**config.mk**
```make
export PLATFORM = sky130hd
export DESIGN_NAME = bech32_address_encoder_unit
export DESIGN_NICKNAME = d
export VERILOG_FILES = /design/src/rtl/b32enc_pkg.sv /design/src/rtl/b32enc_dp.sv /design/src/rtl/b32enc_ctrl.sv /design/src/rtl/bech32_address_encoder_unit.sv
export SDC_FILE = /design/constraint.sdc
export NUM_CORES = 1
export LEC_CHECK = 0
export BUFFER_PORTS_ARGS = -buffer_cell sky130_fd_sc_hd__buf_4
export CAP_MARGIN = 20
export CELL_PAD_IN_SITES_DETAIL_PLACEMENT = 1
export CELL_PAD_IN_SITES_GLOBAL_PLACEMENT = 2
export CORE_UTILIZATION = 40
export DETAILED_ROUTE_END_ITERATION = 16
export HOLD_SLACK_MARGIN = 0.08
export PLACE_DENSITY = 0.81
export RECOVER_POWER = 50
export SLEW_MARGIN = 20
export SYNTH_ARGS = -nofsm -noshare
export SYNTH_HDL_FRONTEND = slang
export SYNTH_HIERARCHICAL = 1
export SYNTH_SLANG_ARGS = --single-unit
```
**constraint.sdc**
```tcl
create_clock -name clk -period 5.1 [get_ports clk]
set_input_delay 0.255 -clock clk [delete_from_list [all_inputs] [get_ports clk]]
set_output_delay 0.255 -clock clk [all_outputs]
set_load 0.02 [all_outputs]
```
**src/rtl/b32enc_pkg.sv**
```systemverilog
// shared types, constants and functions of the bech32 address encoder
`default_nettype none

package b32enc_pkg;

	localparam int ADDR_BYTES_DEF = 20;
	localparam int MAX_PREFIX_DEF = 5;

	localparam int CHK_W     = 30;
	localparam int ACC_W     = 12;
	localparam int CNT_W     = 4;
	localparam int STEP_W    = 3;
	localparam int CHAR_W    = 7;
	localparam int BYTE_W    = 8;
	localparam int CFG_W     = 40;
	localparam int PLEN_W    = 3;
	localparam int CFG_IDX_W = 1;

	// register indexes of the configuration port
	localparam logic [CFG_IDX_W-1:0] REG_PREFIX_LENGTH = 1'd0;
	localparam logic [CFG_IDX_W-1:0] REG_PREFIX_CHARS  = 1'd1;

	localparam logic [PLEN_W-1:0] PLEN_RESET  = 3'd2;
	localparam logic [CFG_W-1:0]  PCHAR_RESET = 40'd25442;

	localparam logic [CHAR_W-1:0] SEP_CHAR = 7'h31;
	localparam logic [STEP_W-1:0] CHK_LAST_STEP = 3'd5;

	localparam logic [255:0] ALPHABET = "qpzry9x8gf2tvdw0s3jn54khce6mua7l";

	localparam logic [CHK_W-1:0] GEN0 = 30'h3b6a57b2;
	localparam logic [CHK_W-1:0] GEN1 = 30'h26508e6d;
	localparam logic [CHK_W-1:0] GEN2 = 30'h1ea119fa;
	localparam logic [CHK_W-1:0] GEN3 = 30'h3d4233dd;
	localparam logic [CHK_W-1:0] GEN4 = 30'h2a1462b3;

	// datapath operations issued by the controller
	localparam int OP_W = 4;
	localparam logic [OP_W-1:0] OP_NONE     = 4'd0;
	localparam logic [OP_W-1:0] OP_ACCEPT   = 4'd1;
	localparam logic [OP_W-1:0] OP_PFX_EMIT = 4'd2;
	localparam logic [OP_W-1:0] OP_SEP_EMIT = 4'd3;
	localparam logic [OP_W-1:0] OP_FOLD_HI  = 4'd4;
	localparam logic [OP_W-1:0] OP_FOLD_Z   = 4'd5;
	localparam logic [OP_W-1:0] OP_FOLD_LO  = 4'd6;
	localparam logic [OP_W-1:0] OP_GROUP    = 4'd7;
	localparam logic [OP_W-1:0] OP_PAD      = 4'd8;
	localparam logic [OP_W-1:0] OP_NEXT     = 4'd9;
	localparam logic [OP_W-1:0] OP_XOR      = 4'd10;
	localparam logic [OP_W-1:0] OP_CHK_EMIT = 4'd11;

	typedef struct packed {
		logic [OP_W-1:0]   op;
		logic [STEP_W-1:0] step;
	} cmd_t;

	typedef struct packed {
		logic              first;
		logic              last;
		logic [PLEN_W-1:0] len;
		logic              grp_rdy;
		logic              pad_need;
		logic              out_free;
	} sts_t;

	function automatic logic [CHAR_W-1:0] alpha_char(input logic [4:0] g);
		logic [7:0] c;
		c = ALPHABET[8*(31-int'(g)) +: 8];
		return c[CHAR_W-1:0];
	endfunction

	// one step of the bch polymod
	function automatic logic [CHK_W-1:0] fold(input logic [CHK_W-1:0] chk,
		input logic [4:0] v);
		logic [4:0]       top;
		logic [CHK_W-1:0] r;
		top = chk[29:25];
		r = {chk[24:0], v};
		if (top[0]) r = r ^ GEN0;
		if (top[1]) r = r ^ GEN1;
		if (top[2]) r = r ^ GEN2;
		if (top[3]) r = r ^ GEN3;
		if (top[4]) r = r ^ GEN4;
		return r;
	endfunction

endpackage

`default_nettype wire

```
**src/rtl/b32enc_dp.sv**
```systemverilog
// datapath: config registers, regrouping, checksum register and output word register
`default_nettype none

module b32enc_dp #(
	parameter int ADDR_BYTES = b32enc_pkg::ADDR_BYTES_DEF,
	parameter int MAX_PREFIX = b32enc_pkg::MAX_PREFIX_DEF
) (
	input  wire                                   clk,
	input  wire                                   arst_n,
	input  wire                                   cfg_we,
	input  wire  [b32enc_pkg::CFG_IDX_W-1:0]      cfg_idx,
	input  wire  [b32enc_pkg::CFG_W-1:0]          cfg_wdata,
	input  wire  [b32enc_pkg::BYTE_W-1:0]         in_byte,
	input  wire  b32enc_pkg::cmd_t                cmd,
	output b32enc_pkg::sts_t                      sts,
	output logic                                  out_valid,
	input  wire                                   out_ready,
	output logic [b32enc_pkg::CHAR_W-1:0]         out_char,
	output logic                                  out_last
);
	import b32enc_pkg::*;

	localparam int IDX_W = (ADDR_BYTES > 1) ? $clog2(ADDR_BYTES) : 1;
	localparam int PC_W  = 8 * MAX_PREFIX;

	logic [PLEN_W-1:0] plen_cfg_q;
	logic [CFG_W-1:0]  pchar_cfg_q;
	logic [PLEN_W-1:0] len_q;
	logic [PC_W-1:0]   chars_q;
	logic [CHK_W-1:0]  chk_q;
	logic [ACC_W-1:0]  acc_q;
	logic [CNT_W-1:0]  cnt_q;
	logic [IDX_W-1:0]  idx_q;

	logic [PLEN_W-1:0] len_clamp;
	logic [7:0]        pchar;
	logic [CNT_W-1:0]  cnt_sub;
	logic [4:0]        grp;
	logic [9:0]        pad_ext;
	logic [4:0]        pad_grp;
	logic [4:0]        chk_grp;
	logic [4:0]        fold_v;
	logic              do_fold;
	logic              emit;
	logic [CHAR_W-1:0] emit_char;
	logic              chk_done;

	always_comb begin
		if (plen_cfg_q == '0) begin
			len_clamp = PLEN_W'(1);
		end else if (plen_cfg_q > PLEN_W'(MAX_PREFIX)) begin
			len_clamp = PLEN_W'(MAX_PREFIX);
		end else begin
			len_clamp = plen_cfg_q;
		end
	end

	assign pchar   = chars_q[8*int'(cmd.step) +: 8];
	assign cnt_sub = cnt_q - CNT_W'(5);
	assign grp     = 5'(acc_q >> cnt_sub);
	// leftover bits moved to the top of the last group
	assign pad_ext = {acc_q[4:0], 5'd0} >> cnt_q;
	assign pad_grp = pad_ext[4:0];
	assign chk_grp = 5'(chk_q >> (5 * (5 - int'(cmd.step))));
	assign chk_done = (cmd.op == OP_CHK_EMIT) && (cmd.step == CHK_LAST_STEP);

	always_comb begin
		fold_v    = '0;
		do_fold   = 1'b0;
		emit      = 1'b0;
		emit_char = '0;
		case (cmd.op)
			OP_PFX_EMIT: begin
				emit      = 1'b1;
				emit_char = pchar[CHAR_W-1:0];
			end
			OP_SEP_EMIT: begin
				emit      = 1'b1;
				emit_char = SEP_CHAR;
			end
			OP_FOLD_HI: begin
				do_fold = 1'b1;
				fold_v  = {2'b00, pchar[7:5]};
			end
			OP_FOLD_Z: begin
				do_fold = 1'b1;
			end
			OP_FOLD_LO: begin
				do_fold = 1'b1;
				fold_v  = pchar[4:0];
			end
			OP_GROUP: begin
				do_fold   = 1'b1;
				fold_v    = grp;
				emit      = 1'b1;
				emit_char = alpha_char(grp);
			end
			OP_PAD: begin
				do_fold   = 1'b1;
				fold_v    = pad_grp;
				emit      = 1'b1;
				emit_char = alpha_char(pad_grp);
			end
			OP_CHK_EMIT: begin
				emit      = 1'b1;
				emit_char = alpha_char(chk_grp);
			end
			default: begin
			end
		endcase
	end

	always_ff @(posedge clk or negedge arst_n) begin
		if (!arst_n) begin
			plen_cfg_q  <= PLEN_RESET;
			pchar_cfg_q <= PCHAR_RESET;
		end else if (cfg_we) begin
			if (cfg_idx == REG_PREFIX_LENGTH) begin
				plen_cfg_q <= cfg_wdata[PLEN_W-1:0];
			end
			if (cfg_idx == REG_PREFIX_CHARS) begin
				pchar_cfg_q <= cfg_wdata;
			end
		end
	end

	always_ff @(posedge clk or negedge arst_n) begin
		if (!arst_n) begin
			chk_q <= CHK_W'(1);
			acc_q <= '0;
			cnt_q <= '0;
			idx_q <= '0;
			len_q <= PLEN_W'(1);
		end else begin
			if (cmd.op == OP_ACCEPT) begin
				acc_q <= {acc_q[3:0], in_byte};
				cnt_q <= cnt_q + CNT_W'(8);
				if (idx_q == '0) begin
					chk_q <= CHK_W'(1);
					len_q <= len_clamp;
				end
			end
			if (do_fold) begin
				chk_q <= fold(chk_q, fold_v);
			end
			if (cmd.op == OP_GROUP) begin
				cnt_q <= cnt_sub;
			end
			if (cmd.op == OP_PAD) begin
				cnt_q <= '0;
			end
			if (cmd.op == OP_XOR) begin
				chk_q <= chk_q ^ CHK_W'(1);
			end
			if (cmd.op == OP_NEXT) begin
				idx_q <= idx_q + IDX_W'(1);
			end
			if (chk_done) begin
				chk_q <= CHK_W'(1);
				acc_q <= '0;
				cnt_q <= '0;
				idx_q <= '0;
			end
		end
	end

	// prefix characters are held for the whole address
	always_ff @(posedge clk) begin
		if (cmd.op == OP_ACCEPT && idx_q == '0) begin
			chars_q <= pchar_cfg_q[PC_W-1:0];
		end
	end

	always_ff @(posedge clk or negedge arst_n) begin
		if (!arst_n) begin
			out_valid <= 1'b0;
		end else if (emit) begin
			out_valid <= 1'b1;
		end else if (out_ready) begin
			out_valid <= 1'b0;
		end
	end

	always_ff @(posedge clk) begin
		if (emit) begin
			out_char <= emit_char;
			out_last <= chk_done;
		end
	end

	always_comb begin
		sts.first    = (idx_q == '0);
		sts.last     = (idx_q == IDX_W'(ADDR_BYTES - 1));
		sts.len      = len_q;
		sts.grp_rdy  = (cnt_q >= CNT_W'(5));
		sts.pad_need = (cnt_q != '0);
		sts.out_free = !out_valid || out_ready;
	end

endmodule

`default_nettype wire

```
**src/rtl/b32enc_ctrl.sv**
```systemverilog
// controller: sequences prefix, groups, padding and checksum for each address word
`default_nettype none

module b32enc_ctrl (
	input  wire                   clk,
	input  wire                   arst_n,
	input  wire                   in_valid,
	output logic                  in_ready,
	input  wire  b32enc_pkg::sts_t sts,
	output b32enc_pkg::cmd_t      cmd
);
	import b32enc_pkg::*;

	localparam int ST_W = 4;
	localparam logic [ST_W-1:0] ST_IDLE = 4'd0;
	localparam logic [ST_W-1:0] ST_PFX  = 4'd1;
	localparam logic [ST_W-1:0] ST_SEP  = 4'd2;
	localparam logic [ST_W-1:0] ST_HI   = 4'd3;
	localparam logic [ST_W-1:0] ST_ZERO = 4'd4;
	localparam logic [ST_W-1:0] ST_LO   = 4'd5;
	localparam logic [ST_W-1:0] ST_GRP  = 4'd6;
	localparam logic [ST_W-1:0] ST_PAD  = 4'd7;
	localparam logic [ST_W-1:0] ST_ZF   = 4'd8;
	localparam logic [ST_W-1:0] ST_XOR  = 4'd9;
	localparam logic [ST_W-1:0] ST_CHK  = 4'd10;

	logic [ST_W-1:0]   state_q, state_d;
	logic [STEP_W-1:0] step_q, step_d;
	logic              pfx_end;

	assign in_ready = (state_q == ST_IDLE);
	assign pfx_end  = (step_q == sts.len - PLEN_W'(1));

	always_comb begin
		state_d  = state_q;
		step_d   = step_q;
		cmd.op   = OP_NONE;
		cmd.step = step_q;
		case (state_q)
			ST_IDLE: begin
				if (in_valid) begin
					cmd.op  = OP_ACCEPT;
					step_d  = '0;
					state_d = sts.first ? ST_PFX : ST_GRP;
				end
			end
			ST_PFX: begin
				if (sts.out_free) begin
					cmd.op = OP_PFX_EMIT;
					if (pfx_end) begin
						step_d  = '0;
						state_d = ST_SEP;
					end else begin
						step_d = step_q + STEP_W'(1);
					end
				end
			end
			ST_SEP: begin
				if (sts.out_free) begin
					cmd.op  = OP_SEP_EMIT;
					state_d = ST_HI;
				end
			end
			ST_HI: begin
				cmd.op = OP_FOLD_HI;
				if (pfx_end) begin
					step_d  = '0;
					state_d = ST_ZERO;
				end else begin
					step_d = step_q + STEP_W'(1);
				end
			end
			ST_ZERO: begin
				cmd.op  = OP_FOLD_Z;
				state_d = ST_LO;
			end
			ST_LO: begin
				cmd.op = OP_FOLD_LO;
				if (pfx_end) begin
					step_d  = '0;
					state_d = ST_GRP;
				end else begin
					step_d = step_q + STEP_W'(1);
				end
			end
			ST_GRP: begin
				if (sts.grp_rdy) begin
					if (sts.out_free) begin
						cmd.op = OP_GROUP;
					end
				end else if (sts.last) begin
					state_d = ST_PAD;
				end else begin
					cmd.op  = OP_NEXT;
					state_d = ST_IDLE;
				end
			end
			ST_PAD: begin
				step_d = '0;
				if (sts.pad_need) begin
					if (sts.out_free) begin
						cmd.op  = OP_PAD;
						state_d = ST_ZF;
					end
				end else begin
					state_d = ST_ZF;
				end
			end
			ST_ZF: begin
				// six zero groups close the checksum
				cmd.op = OP_FOLD_Z;
				if (step_q == CHK_LAST_STEP) begin
					step_d  = '0;
					state_d = ST_XOR;
				end else begin
					step_d = step_q + STEP_W'(1);
				end
			end
			ST_XOR: begin
				cmd.op  = OP_XOR;
				step_d  = '0;
				state_d = ST_CHK;
			end
			ST_CHK: begin
				if (sts.out_free) begin
					cmd.op = OP_CHK_EMIT;
					if (step_q == CHK_LAST_STEP) begin
						step_d  = '0;
						state_d = ST_IDLE;
					end else begin
						step_d = step_q + STEP_W'(1);
					end
				end
			end
			default: begin
				state_d = ST_IDLE;
				step_d  = '0;
			end
		endcase
	end

	always_ff @(posedge clk or negedge arst_n) begin
		if (!arst_n) begin
			state_q <= ST_IDLE;
			step_q  <= '0;
		end else begin
			state_q <= state_d;
			step_q  <= step_d;
		end
	end

endmodule

`default_nettype wire

```
**src/rtl/bech32_address_encoder_unit.sv**
```systemverilog
// top level of the bech32 address encoder: controller plus datapath
// one address byte per input word, one text character per output word
// per byte: accept, then emit each 5-bit group (1 or 2), then close
// first byte also emits prefix and separator and folds the prefix expansion
// last byte adds a pad group if bits are left, six zero groups, the xor and six checksum characters
// reset clears the checksum and regrouping state; prefix resets to length 2, "bc"
`default_nettype none

module bech32_address_encoder_unit #(
	parameter int ADDR_BYTES = b32enc_pkg::ADDR_BYTES_DEF,
	parameter int MAX_PREFIX = b32enc_pkg::MAX_PREFIX_DEF
) (
	input  wire                               clk,
	input  wire                               arst_n,
	input  wire                               s_tvalid,
	output logic                              s_tready,
	input  wire  [7:0]                        s_tdata,   // [7:0] addr_byte
	output logic                              m_tvalid,
	input  wire                               m_tready,
	output logic [7:0]                        m_tdata,   // [6:0] out_char, [7] zero
	output logic                              m_tlast,   // is_last
	input  wire                               cfg_we,
	input  wire  [b32enc_pkg::CFG_IDX_W-1:0]  cfg_idx,
	input  wire  [b32enc_pkg::CFG_W-1:0]      cfg_wdata
);
	import b32enc_pkg::*;

	cmd_t              cmd;
	sts_t              sts;
	logic [CHAR_W-1:0] out_char;

	b32enc_ctrl u_ctrl (
		.clk      (clk),
		.arst_n   (arst_n),
		.in_valid (s_tvalid),
		.in_ready (s_tready),
		.sts      (sts),
		.cmd      (cmd)
	);

	b32enc_dp #(
		.ADDR_BYTES (ADDR_BYTES),
		.MAX_PREFIX (MAX_PREFIX)
	) u_dp (
		.clk       (clk),
		.arst_n    (arst_n),
		.cfg_we    (cfg_we),
		.cfg_idx   (cfg_idx),
		.cfg_wdata (cfg_wdata),
		.in_byte   (s_tdata),
		.cmd       (cmd),
		.sts       (sts),
		.out_valid (m_tvalid),
		.out_ready (m_tready),
		.out_char  (out_char),
		.out_last  (m_tlast)
	);

	assign m_tdata = {1'b0, out_char};

endmodule

`default_nettype wire

```
==> flow_summary.toml <==
[setup_path]
cp_cell_sequence = "inv_1, ha_1, inv_1, o21ai_0, nand2b_1, inv_1, a21oi_1, nor2b_1, o31ai_2, nand4b_1, a41o_1, a311o_1, o31a_1, and2_1, a31oi_1, o211ai_2"
path_class = "reg2reg"
cp_max_fo = 11
cp_num_buf_inv = 3
crit_family = "compound AO/OA/AOI/OAI gates"
cp-start-kind = "flop"
crit_slowest_cell = "o31ai_2"
crit_top_cell = "inv_1"
crit_arrival_ns = 4.72
slowest_delay_ns = 0.59
cp.required_ns = 5.27
crit_path_end_kind = "flop"

[timing]
fin_skew_ns = 0.0194
tns_ns = 0
period_share_pct = 89.2
hold_ws_ns = 0.273
setup_slack_ns = 0.551
max_slew_margin_pct = -111
fmax_ghz = 0.220
tightest_slew_ns = 3.17
hold_viol_final = 0
drv_slew = 96
grt_setup_unrepaired = "false"
layout_min_cycle_time_ns = 4.55
finalSetupViolations = 0

[placement]
pre_cts_slack_ns = 0.630
place_area_sq_mm = 0.00981
port-buffer-count = 63
gp_congestion = 0.877
dp_hpwl_um = 17700

[clocking]
ctsResizeCount = 0
root_buffer = "clkbuf_16"
cts_tree = "built"
cts.sinks = 153
postCtsSetupBuffers = 0
worstSkewPairLatency_ns = 0.43
clk_pin_slew_ns = 0.08
cts_buffer_depth = 2
numCtsBuffers = 17
h-tree-depth = 4

[global_route]
grt_max_degree = 55
grt_pass1_vias = 7667
overflow = 0
grt_usage_pct = 24.1
grt_pass1_wl_um = 43800
antenna_found_initial = 0

[detailed_routing]
initialDrtViolationCount = 458
viasPerCell = 5.81
routedWlPerCell_um = 22.0
via_count = 7247
drt-total-wl_um = 27400
drt_pass1_iterations = 5
postRouteAntennaNets = 0
post-route-drc-count = 0

[floorplan]
ios = 65
chipWidth_um = 153
initial_core_util_pct = 41.3
dieArea_sq_mm = 0.0235
rows = 54
placeableCoreArea_sq_mm = 0.0222
fp.dieH_um = 153

[power]
internal-power_mw = 4.22
pwr-share-seq_pct = 29.7
power.total_mw = 7.98
leakage_nw = 4.27
vdd_drop_max_uv = 284
switchingPower_mw = 3.76
pwr-share-comb_pct = 53.7
pwr-share-clk_pct = 16.6
sw_frac_of_total_pct = 47.1
p_per_area_mw_per_mm2 = 734

[layout]
design_area_sq_mm = 0.0109
diodes = 0
syn_to_final_growth_pct = 18.7
nets = 1019
final.fill_count = 2409
layout_common_cells = "nand2_1 (107), dfrtp_1 (93), buf_4 (64), mux2_2 (51), dlygate4sd3_1 (49)"
register_area_sq_mm = 0.00408
multi_input_area_sq_mm = 0.00469
final_common_cell = "nand2_1"
drive_gt1_share_pct = 20.4

[run_status]
violations = "max-capacitance violations, max-slew violations"
status = "finished with violations"

[synthesis]
syn_avg_cell_area_sq_um = 10.5
ys.flop_type = "dfrtp_1"
synth_edf_count = 48
seq_area_frac_synth_pct = 44.6
yosysUniqueCellTypes = 85
syn_inst = 868
synth_fp_nets = 933
syn-cell-area_sq_mm = 0.00915
ys_warn_count = 6
synth-async-reset-ratio_pct = 68.6
ys_seq_elements = 153

[job]
cap_violations = 2

[worst_hold_path]
hold_path_class = "in2reg"
metal layers:
metal / up-vias / part of all wire (%) / GRT usage, %
met5: - / 0 / 0
met2: 168 / 50 / 41.0
met3: 30 / 3.4 / 3.23
met4: 0 / 1.9 / 7.84
met1: 3690 / 45 / 31.8
li1: 3359 / - / -
flip-flops by register name (all words and copies together), names as in the netlist:
register          cells
u_ctrl/state_q        4
u_ctrl/step_q         3
u_dp/acc_q           12
u_dp/chars_q         40
u_dp/chk_q           30
u_dp/cnt_q            4
u_dp/idx_q            5
u_dp/len_q            3
u_dp/out_char         7
u_dp/out_last         1
u_dp/out_valid        1
u_dp/pchar_cfg_q     40
u_dp/plen_cfg_q       3
through the flow:
step | util, % | std cells
finish | 49.0 | 1247
global route | 49.0 | 1247
CTS | 49.2 | 1246
detailed placement | 44.3 | 1166
global placement | 44.3 | 1166
floorplan | - | 868
cell families after synthesis:
kind of cell / after synthesis / synth area share, %
and+or+nand+nor: 259 / 14.2
buffers and inverters: 84 / 4.27
other: 1 / 0.0410
adders and majority gates: 12 / 1.61
AOI/OAI and AO/OA: 200 / 14.0
DFF: 153 / 44.6
muxes: 97 / 15.2
xor gates and xnor gates: 62 / 6.10
power groups by stage:
stage               combinational (mW)  sequential [mW]  clock, mW
finish                            4.28             2.37       1.33
global route                      4.70             2.42       1.41
CTS                               4.30             2.36       1.37
detailed placement                4.21             2.37          0
global placement                  4.14             2.36          0
floorplan                         3.38             2.05          0
path summary, 6_finish.rpt:
check,startpoint,endpoint,slack (ns),depth (start not counted)
max reg2reg,u_dp/cnt_q[1],u_dp/out_char[2],0.55,16
min,cfg_idx,u_dp/plen_cfg_q[0],0.27,3
min reg2reg,u_dp/pchar_cfg_q[36],u_dp/chars_q[36],0.45,0
max,u_dp/cnt_q[1],u_dp/out_char[2],0.55,16
max in group asynchronous,arst_n,u_dp/chk_q[26],1.01,3
min in group asynchronous,arst_n,u_dp/acc_q[3],1.41,2
area by class of cell:
cell class,instances,share of cell area (%)
multi-input combinational,631,43.2
sequential,153,37.6
timing repair buffer,129,9.57
clock buffer,17,3.92
tap,280,3.22
clock inverter,15,1.73
inverter,22,0.760
worst min-delay path, stage by stage:
cell and delay [ns]:
clkbuf_4 0.11, nor2b_1 0.08, mux2_2 0.23
repair_timing:
item,in CTS,in global routing
endpoints found under the setup margin,0,0
hold buffers,48,1
endpoints found under the hold margin,97,1
cell usage after synthesis (all sizes together), types with 6 or more instances:
| cell | count | area [sq um] |
|---|---|---|
| edfxtp | 48 | 1440 |
| xor2 | 25 | 219 |
| a22oi | 9 | 67.6 |
| ha | 11 | 138 |
| nand2b | 12 | 75.1 |
| o22ai | 24 | 150 |
| a31oi | 16 | 100 |
| nand4 | 8 | 56.3 |
| xnor2 | 36 | 315 |
| dfrtp | 95 | 2380 |
| clkbuf | 34 | 128 |
| inv | 20 | 75.1 |
| o21ai | 50 | 254 |
| dfstp | 10 | 263 |
| nor2b | 18 | 113 |
| mux2 | 54 | 608 |
| buf | 28 | 180 |
| nand2 | 107 | 402 |
| nor3 | 6 | 46.3 |
| o31ai | 7 | 52.6 |
| a21oi | 45 | 225 |
| nor2 | 47 | 179 |
| nand3 | 17 | 85.1 |
| mux4 | 27 | 623 |
| or3 | 6 | 37.5 |
| mux2i | 16 | 160 |
(Power assumes the default switching activity.)
